<file path="config.mk">
export PLATFORM = sky130hd
export DESIGN_NAME = mrpt_mulmod
export DESIGN_NICKNAME = d
export VERILOG_FILES = /design/src/sv/mrpt_pkg.sv /design/src/sv/mrpt_mulmod.sv
export SDC_FILE = /design/constraint.sdc
export NUM_CORES = 1
export LEC_CHECK = 0
export BUFFER_PORTS_ARGS = -buffer_cell sky130_fd_sc_hd__buf_2
export CORE_ASPECT_RATIO = 0.75
export CORE_MARGIN = 2
export CORE_UTILIZATION = 40
export CTS_BUF_LIST = sky130_fd_sc_hd__clkbuf_16
export DETAILED_ROUTE_END_ITERATION = 8
export SLEW_MARGIN = 5
export SYNTH_ARGS = -nofsm -noshare
export SYNTH_HDL_FRONTEND = slang
export SYNTH_SLANG_ARGS = --single-unit
</file>
<file path="constraint.sdc">
create_clock -name clock -period 8.45 [get_ports clock]
set_input_delay 1.69 -clock clock [delete_from_list [all_inputs] [get_ports clock]]
set_output_delay 1.69 -clock clock [all_outputs]
set_load 0.005 [all_outputs]
</file>
<file path="src/sv/mrpt_pkg.sv">
// Shared constants, types and state codes for the primality tester.
package mrpt_pkg;

   localparam int NumBits = 32;
   localparam int CntBits = $clog2(NumBits + 1);

   typedef logic [NumBits-1:0] word_type;
   typedef logic [CntBits-1:0] count_type;

   typedef enum logic [3:0] {
      ST_IDLE,
      ST_SETUP,
      ST_STRIP,
      ST_REDUCE,
      ST_EXP_SQ,
      ST_EXP_MUL,
      ST_CHECK,
      ST_SQUARE,
      ST_SQ_CHECK,
      ST_DONE
   } state_type;

   // Commands from the sequencer to the modular multiplier
   typedef struct packed {
      logic     start;
      word_type x;
      word_type y;
      word_type m;
   } mul_req_type;

   typedef struct packed {
      logic     done;
      word_type r;
   } mul_rsp_type;

endpackage

</file>
<file path="src/sv/mrpt_mulmod.sv">
// Bit-serial modular multiplier: one double-and-add step per cycle.
module mrpt_mulmod (
   input  logic                 clock,
   input  logic                 reset,
   input  mrpt_pkg::mul_req_type req,
   output mrpt_pkg::mul_rsp_type rsp
);
   import mrpt_pkg::*;

   word_type  x_ff, x_in, y_ff, y_in, m_ff, m_in, r_ff, r_in;
   count_type cnt_ff, cnt_in;
   logic      busy_ff, busy_in, done_ff, done_in;

   logic [NumBits:0] dbl, dbl_red, add, add_red;

   // One step: r = 2r mod m, then add x if the top bit of y is set
   always_comb begin
      dbl     = {r_ff, 1'b0};
      dbl_red = (dbl >= {1'b0, m_ff}) ? dbl - {1'b0, m_ff} : dbl;
      add     = dbl_red + {1'b0, x_ff};
      add_red = (add >= {1'b0, m_ff}) ? add - {1'b0, m_ff} : add;
   end

   always_comb begin
      x_in = x_ff; y_in = y_ff; m_in = m_ff; r_in = r_ff;
      cnt_in = cnt_ff; busy_in = busy_ff; done_in = 1'b0;
      if (req.start) begin
         x_in = req.x; y_in = req.y; m_in = req.m; r_in = '0;
         cnt_in = count_type'(NumBits); busy_in = 1'b1;
      end else if (busy_ff) begin
         r_in   = y_ff[NumBits-1] ? add_red[NumBits-1:0] : dbl_red[NumBits-1:0];
         y_in   = {y_ff[NumBits-2:0], 1'b0};
         cnt_in = cnt_ff - count_type'(1);
         if (cnt_ff == count_type'(1)) begin
            busy_in = 1'b0;
            done_in = 1'b1;
         end
      end
   end

   always_ff @(posedge clock) begin
      x_ff <= x_in; y_ff <= y_in; m_ff <= m_in; r_ff <= r_in; cnt_ff <= cnt_in;
      if (reset) begin
         busy_ff <= 1'b0;
         done_ff <= 1'b0;
      end else begin
         busy_ff <= busy_in;
         done_ff <= done_in;
      end
   end

   assign rsp.done = done_ff;
   assign rsp.r    = r_ff;

   // Done only follows a busy step
   a_done_after_busy: assert property (@(posedge clock) disable iff (reset)
      done_ff |-> $past(busy_ff)) else $error("done without busy");
   // Residue stays below modulus once working
   a_res_range: assert property (@(posedge clock) disable iff (reset)
      (busy_ff && m_ff != '0 && $past(busy_ff)) |-> r_ff < m_ff)
      else $error("residue out of range");
   // Done is a single pulse
   a_done_pulse: assert property (@(posedge clock) disable iff (reset)
      done_ff |=> !done_ff) else $error("done held");
endmodule

</file>
Yosys cells after proc, flatten, opt, wreduce, memory -nomap -nowiden:

Cells that the tools add are included.

* multiplexer cells: 9
* add/sub/neg operators: 4
* equal/unequal tests: 1
* bitwise gates (word level): 1
* $lt $le $gt $ge: 2
* reductions and logical operators: 2

Operator list (count)
* 32-bit 2-to-1 mux: 4
* 33-bit by 32-bit greater-or-equal comparator with 1-bit output: 2
* 33-bit by 32-bit adder with 33-bit output: 1
* 33-bit 2-to-1 mux: 1
* 33-bit by 32-bit subtractor with 33-bit output: 1
* 32-bit subtractor: 1
* 6-bit by 1-bit equality test with 1-bit output (second input constant): 1
* 6-bit by 1-bit subtractor with 6-bit output (second input constant): 1
* 1-bit 2-to-1 mux: 4
* 3-bit OR reduction: 1
* 2-bit nonzero test: 1
* 1-bit NOT: 1

* register bits after elaboration: 136
* bits of input ports: 99
* word-level logic and storage cells: 26
* output and inout port bits: 33

Logic depth before layout (Yosys ltp):

Gate-level depths: netlist of the first run.

* word-level depth: 6
* mapped depth: 37
* depth with buffers taken out: 31

Worst setup path before layout of the first run:

No wires, ideal clock.

* path kind: register to register
* start point: register m_ff[17]
* end point: register r_ff[2]
* stages on the path, launching flop included: 34
* setup time: 0.077 ns
* arrival time: 6.765 ns
* path slack: 1.608 ns
* buffers on the path: 5
* cell sequence: edfxtp_1 inv_1 ha_1 buf_4 nand4_1 or3_1 or3_1 o2111a_1 o21ai_4 buf_2 buf_2 mux2i_1 fa_1 nand2b_1 a21oi_1 o41ai_1 a31o_2 a21oi_1 a2111o_1 a21oi_1 xnor2_1 ha_1 o21a_1 o21a_1 o22ai_1 o2bb2ai_1 a2111oi_0 nor2_1 nand2_1 nand4bb_1 buf_4 buf_6 or2_1 a41oi_2

* word-level cells in the longest chain between the ends: 6
* elaborated cells between the ends (all ways): 8
* those cells by class: 3 x add/sub; 2 x order compare; 3 x mux

Ends and longest elaborated chain
* start: declaration: line mrpt_mulmod.sv:10 `word_type x_ff, x_in, y_ff, y_in, m_ff, m_in, r_ff, r_in;`
* start signal: assignment: line mrpt_mulmod.sv:42 `x_ff <= x_in; y_ff <= y_in; m_ff <= m_in; r_ff <= r_in; cnt_ff <= cnt_in;`
* 33-bit by 32-bit subtractor with 33-bit output or 33-bit by 32-bit greater-or-equal comparator with 1-bit output (tied branches): line mrpt_mulmod.sv:19 `dbl_red = (dbl >= {1'b0, m_ff}) ? dbl - {1'b0, m_ff} : dbl;`
* 33-bit 2-to-1 mux: line mrpt_mulmod.sv:19
* 33-bit by 32-bit adder with 33-bit output: line mrpt_mulmod.sv:20 `add = dbl_red + {1'b0, x_ff};`
* 33-bit by 32-bit greater-or-equal comparator with 1-bit output or 32-bit subtractor (tied branches): line mrpt_mulmod.sv:21 `add_red = (add >= {1'b0, m_ff}) ? add - {1'b0, m_ff} : add;`
* 32-bit 2-to-1 mux: line mrpt_mulmod.sv:21
* 32-bit 2-to-1 mux *: line mrpt_mulmod.sv:31 `r_in = y_ff[NumBits-1] ? add_red[NumBits-1:0] : dbl_red[NumBits-1:0];`
* end signal: assignment: line mrpt_mulmod.sv:42
* end: declaration: line mrpt_mulmod.sv:10

Every way passes the cells marked *; elsewhere a longest branch is shown, timed or not.
A chain may end at the register's enable or synchronous reset.

Worst setup path after layout of the first run:

* start point: register m_ff[1]
* end point: register r_ff[5]

* word-level cells in the longest chain between the ends: 6
* elaborated cells between the ends (all ways): 8
* those cells by class: 3 x add/sub; 2 x order compare; 3 x mux

Ends and longest elaborated chain (line)
* 33-bit by 32-bit subtractor with 33-bit output or 33-bit by 32-bit greater-or-equal comparator with 1-bit output (tied branches): mrpt_mulmod.sv:19
* 33-bit 2-to-1 mux: mrpt_mulmod.sv:19
* 33-bit by 32-bit adder with 33-bit output: mrpt_mulmod.sv:20
* 32-bit subtractor or 33-bit by 32-bit greater-or-equal comparator with 1-bit output (tied branches): mrpt_mulmod.sv:21
* 32-bit 2-to-1 mux: mrpt_mulmod.sv:21
* 32-bit 2-to-1 mux *: mrpt_mulmod.sv:31

Marked as above.

==> impl_metrics.tcl, run 1 <==
set metrics [dict create \
    cp-start-kind "register" \
    cp-end-kind "register" \
    final_util_pct 46.8 \
    rows 52 \
    synth_area_leaders "edfxtp_1 (27%), ha_1 (11%), dfxtp_1 (7.4%)" \
    antenna_found_initial 1 \
    max_cap_viol_count 0 \
    routed_wirelength_um 32700 \
    slew-limit-headroom_pct 24.9 \
    fin_crit_ps 7930 \
    rsz0062_at_grt "false" \
    cts.sinks 136 \
    grtUsageTotal_pct 22.7 \
    synth_top_area_share_pct 26.5 \
    die-area_um2 28500 \
    grt_overflow 0 \
    status "complete, but fails checks" \
    worst_ep_required_time_ps 8790 \
    max_stage_delay_ps 520 \
    grt_pass1_wl_um 50500 \
    crit_type "register to register" \
    num_vias 9524 \
    first_pass_iters 8 \
    grt_max_degree 59 \
    clock.fmax_mhz 126 \
    cts_tree "yes" \
    die_y_um 147 \
    viasPerCell 5.75 \
    yosys_warnings 0 \
    synth_edf_count 96 \
    drive_above_1_share_pct 18.8 \
    area_growth_pct 15.7 \
    async_flop_share_pct 0 \
    syn-instance-count 1168 \
    period_share_pct 93.8 \
    n_antenna_cell 0 \
    clk_latency_ps 430 \
    syn_avg_cell_area_um2 9.31 \
    finalClockSkew_ps 9.91 \
    core-area_um2 26900 \
    hp-class "register to register" \
    mappedNetlistArea_um2 10900 \
    crit_slowest_cell "nor3_1" \
    clk_pin_slew_ps 70 \
    num_io_pins 132 \
    synth_nets 1368 \
    drtIter0Drc 927 \
    synth_top_flop_cell "edfxtp_1" \
    start_util_pct 40.5 \
    crit_arrival_ps 8270 \
    wire_per_inst_um 19.8 \
    synth_cell_types 73 \
    clockBufferDepth 2 \
    htree_levels 4 \
    crit_fanout 20 \
    reg2reg_setup_slack_ps 520 \
    ctsHoldBuffers 0 \
    drcViolationCount 4 \
    fin_ws_ps 522 \
    root_buffer "clkbuf_16" \
    place_hpwl_um 24900 \
    gp_congestion 0.904 \
    finalSetupViolCount 0 \
    worst_slew_pin_slew_ps 1120 \
    finalHoldViolCount 0 \
    fillers 2559 \
    finalSetupTns_ps 0 \
    layout.nets 1493 \
    grt_pass1_vias 8850 \
    post-place-ws_ps 329 \
    critPathMostFrequentCell "ha_1" \
    ys_seq_area_share_pct 33.9 \
    cts_made_buffers 17 \
    ys_ff_latch 136 \
    critPathBufInv 3 \
    maxSlewViolCount 0 \
    critical-path-top-delay-family "compound AO/OA/AOI/OAI gates" \
    postRouteAntennaNets 0 \
    whs_ps 516 \
    synth.largest_area_cell "edfxtp_1" \
    die_w_um 194 \
    violations "design-rule violations" \
    io_buffers 131 \
]
==> worst min-delay path: cells and delay by family, from the launching register on <==
family	cells	cell delay, ps
simple gates	1	90
flops	1	330
compound gates	1	50
==> path summary, 6_finish.rpt <==
kind | from | endpoint | cells after the start
max | m_ff[1] | r_ff[5] | 32
min | cnt_ff[1] | cnt_ff[1] | 2
max reg2reg | m_ff[1] | r_ff[5] | 32
min reg2reg | cnt_ff[1] | cnt_ff[1] | 2
==> synthesized netlist by cell type, types with 4 or more instances <==
library cell,count
a21oi_1,111
ha_1,98
edfxtp_1,96
nand2_1,85
nor2_1,79
inv_1,67
xnor2_1,55
o21ai_0,51
mux2_2,44
a21o_1,41
dfxtp_1,40
mux2i_1,32
xor2_1,30
nor3_1,24
o211ai_1,23
nand3_1,21
clkbuf_1,19
o21a_1,17
o21bai_1,17
nand2b_1,16
and3_1,14
nor2b_1,14
nand4_1,13
a211oi_1,12
a22oi_1,12
buf_4,10
buf_2,9
or3_1,8
a21boi_0,7
o221ai_1,7
a2111oi_0,6
a31oi_1,5
and2_1,5
or2_2,5
a311o_1,4
o22ai_1,4
o31a_1,4
==> layout make-up <==
class / instances / area [um2] / share of cell area [%]
multi-input cells: 924 / 6770 / 53.8
clock inverters: 15 / 203 / 1.61
flip-flops and latches: 136 / 3680 / 29.3
inverters: 67 / 251 / 2.00
well taps: 351 / 439 / 3.49
repair buffers: 147 / 803 / 6.39
clock buffers: 17 / 425 / 3.38
==> flip-flops by register name, summed over array words and instances (netlist names) <==
signal,cells
busy_ff,1
cnt_ff,6
done_ff,1
m_ff,32
r_ff,32
x_ff,32
y_ff,32
==> cells in the final DEF, fill, tap and decap left out, types with 21 or more instances in the layout <==
cell      netlist  routed
nand2_1        85      85
o211ai_1       23      23
a21o_1         41      41
inv_1          67      68
nand3_1        21      21
a21oi_1       111     109
xor2_1         30      30
nor2_1         79      78
mux2i_1        32      32
mux2_2         44      44
xnor2_1        55      55
ha_1           98      97
nor3_1         24      24
edfxtp_1       96      96
o21ai_0        51      51
buf_2           9     130
dfxtp_1        40      40
==> kinds of logic (layout without fill, tap and decap cells) <==
logic type                 after synthesis  count (layout)  share of synthesized area (%)
buffers and inverters                  109             246                           4.28
AOI/OAI and AO/OA                      361             362                           22.4
DFF                                    136             136                           33.9
xor gates and xnor gates                85              85                           6.85
and+or+nand+nor                        300             300                           13.3
muxes                                   76              76                           7.50
adders and majority gates              101             101                           11.8
==> what timing repair did <==
item / in CTS / in global routing
setup endpoints to repair: 0 / 31
resized for setup: 0 / 10
setup buffers: 0 / 6
==> per-stage QoR <==
stage                     cells  area (um2)
after floorplan            1168       10900
after global placement     1618       11900
after detailed placement   1618       11900
after CTS                  1650       12500
after global routing       1657       12600
final                      1657       12600
==> metal layers <==
metal  routed length [um]  GRT usage [%]  share of wire [%]  vias up
met2                13400           32.4                 41      352
met3                 2480           5.79                7.6       42
met5                   13              0              0.040        -
li1                     -              -                  -     4623
met1                16300           34.0                 50     4505
met4                  534           5.88                1.6        2
Power of run 1 is not shown: default switching activity piles up to over one toggle a cycle in this logic, so the estimate is an artifact.
==> inputs of run 2 (changes only) <==
--- a/config.mk
+++ b/config.mk
@@ -5,6 +5,7 @@
 export SDC_FILE = /design/constraint.sdc
 export NUM_CORES = 1
 export LEC_CHECK = 0
+export ABC_AREA = 1
 export BUFFER_PORTS_ARGS = -buffer_cell sky130_fd_sc_hd__buf_2
 export CORE_ASPECT_RATIO = 0.75
 export CORE_MARGIN = 2
==> constraint.sdc (replaced) <==
create_clock -name clock -period 7.5 [get_ports clock]
set_input_delay 1.5 -clock clock [delete_from_list [all_inputs] [get_ports clock]]
set_output_delay 1.5 -clock clock [all_outputs]
set_load 0.005 [all_outputs]
==> run 2 against run 1 <==
Compared with the run above:
- the run now ends clean
- count of clock-buffer cells in the layout is the same
- critical path depth up 6
- global-route usage up 5.9 points
- register-to-register slack about the same
- maximum frequency up 14%
- core utilization down 0.63 points
- synthesized cell count increased by 56%
- die area rose by 13%
- sequential share of layout area shrank 2.9 points
- wire length increased by 40%
- worst hold slack got worse by 6.8 ps
==> impl_metrics.tcl, run 2 <==
set metrics [dict create \
    io_buffers 131 \
    drive_above_1_share_pct 11.0 \
    postRouteAntennaNets 0 \
    min_path_cells 2 \
    die_y_um 156 \
    top_layer "met4" \
    worst_ep_required_time_ps 7840 \
    ctsHoldBuffers 0 \
    finalClockSkew_ps 17.9 \
    critical-path-top-delay-family "simple AND/OR/NAND/NOR gates" \
    yosys_warnings 0 \
    viasPerCell 5.27 \
    synth_area_leaders "edfxtp_1 (23%), nand2_1 (17%), ha_1 (10%)" \
    synth_cell_types 49 \
    m1WireLength_um 23000 \
    wl_met2_um 17200 \
    crit_arrival_ps 7310 \
    crit_cells 38 \
    rsz0062_at_grt "false" \
    synth_common_cells "nand2_1 (550), inv_1 (278), nor2_1 (143)" \
    period_share_pct 92.9 \
    wire_per_inst_um 19.5 \
    synth.most_common_cell "nand2_1" \
    cts_tree "yes" \
    status "complete, no violations" \
    finalHoldViolCount 0 \
    crit_type "register to register" \
    drtIter0Drc 1333 \
    syn_avg_cell_area_um2 6.74 \
    fin_crit_ps 6970 \
    cts.sinks 136 \
    ys_ff_latch 136 \
    num_io_pins 132 \
    mappedNetlistArea_um2 12300 \
    synth_top_flop_cell "edfxtp_1" \
    reg2regPathDepth 38 \
    die-area_um2 32100 \
    finalSetupTns_ps 0 \
    drcViolationCount 0 \
    async_flop_share_pct 0 \
    crit_slowest_cell "xnor2_1" \
    slew-limit-headroom_pct 41.4 \
    post-cts-setup-buffers 0 \
    routed_wirelength_um 45900 \
    grt_pass1_wl_um 67600 \
    clk_latency_ps 460 \
    synth_top_area_share_pct 23.5 \
    cp-start-kind "register" \
    hp-class "register to register" \
    grtUsageTotal_pct 28.7 \
    grt_overflow 0 \
    crit_fanout 43 \
    start_util_pct 40.7 \
    grt_pass1_vias 11565 \
    wl_met3_um 5090 \
    grt_max_degree 62 \
    finalSetupViolCount 0 \
    htree_levels 4 \
    layout.nets 2144 \
    area_growth_pct 13.6 \
    final_common_cell "nand2_1" \
    max_stage_delay_ps 550 \
    root_buffer "clkbuf_16" \
    clk_pin_slew_ps 70 \
    max_cap_viol_count 0 \
    dpl_cell_area_um2 13300 \
    maxSlewViolCount 0 \
    synth_edf_count 96 \
    n_antenna_cell 0 \
    cts_made_buffers 17 \
    critPathBufInv 7 \
    gp_congestion 0.962 \
    core-area_um2 30200 \
    final_cell_mix "nand2_1 (550), inv_1 (278), nor2_1 (143), a21oi_1 (131), buf_2 (130)" \
    antenna_found_initial 0 \
    cp-end-kind "register" \
    clockBufferDepth 2 \
    syn-instance-count 1822 \
    cts_resized 0 \
    synth.largest_area_cell "edfxtp_1" \
    design_area_um2 14000 \
    num_vias 12427 \
    worst_slew_pin_slew_ps 874 \
    critPathMostFrequentCell "nand2_1" \
    place_hpwl_um 37200 \
    synth_nets 2022 \
    die_w_um 206 \
    clock.fmax_mhz 144 \
    rows 55 \
    ys_seq_area_share_pct 30.0 \
    fillers 3195 \
    first_pass_iters 6 \
]
==> run 2: worst register-to-register path, delay by kind of cell (launching register included) <==
| kind | cells | cell delay, ps |
|---|---|---|
| compound gates | 3 | 580 |
| buf+inv | 7 | 990 |
| simple gates | 23 | 2930 |
| xor+xnor | 1 | 550 |
| fa+ha+maj | 4 | 1490 |
| flops | 1 | 340 |
==> run 2: cell type report <==
cell class                      instances  area (um2)  share of cell area, %
Clock buffer                           17         425                   3.05
Clock inverter                         15         155                   1.11
Inverter                              284        1070                   7.66
Multi-Input combinational cell       1362        7370                   52.8
Sequential cell                       136        3680                   26.4
Tap cell                              399         499                   3.58
Timing Repair Buffer                  143         748                   5.36
==> run 2: worst paths after layout <==
path	start	endpoint	slack, ps
worst max-delay path	m_ff[18]	r_ff[21]	530
worst min-delay path	cnt_ff[3]	cnt_ff[3]	510
worst max register to register	m_ff[18]	r_ff[21]	530
worst min register to register	cnt_ff[3]	cnt_ff[3]	510
==> run 2: routing by layer <==
metal  track usage [%]  vias up
li1                  -     6169
met1              45.2     5746
met2              37.4      487
met3              9.23       25
met4              4.69        0
met5                 0        -
==> run 2: logic make-up (layout without fill, tap and decap cells) <==
group	Yosys count	after routing	share of synthesized area, %
flops	136	136	30.0
compound gates	285	285	13.0
fa+ha+maj	101	101	10.5
simple gates	904	905	31.1
buf+inv	325	459	10.3
xor+xnor	71	71	5.06
==> run 2: stage by stage <==
| stage | instances | util (%) | setup slack (ps) | hold slack (ps) |
|---|---|---|---|---|
| final | 2356 | 46.2 | 531 | 509 |
| after global placement | 2323 | 44.1 | 575 | 489 |
| after CTS | 2355 | 46.0 | 524 | 510 |
| after detailed placement | 2323 | 44.1 | 567 | 494 |
| after floorplan | 1822 | - | 2390 | 472 |
| after global routing | 2356 | 46.2 | 32.8 | 525 |
Power of run 2 is left out for the same reason.
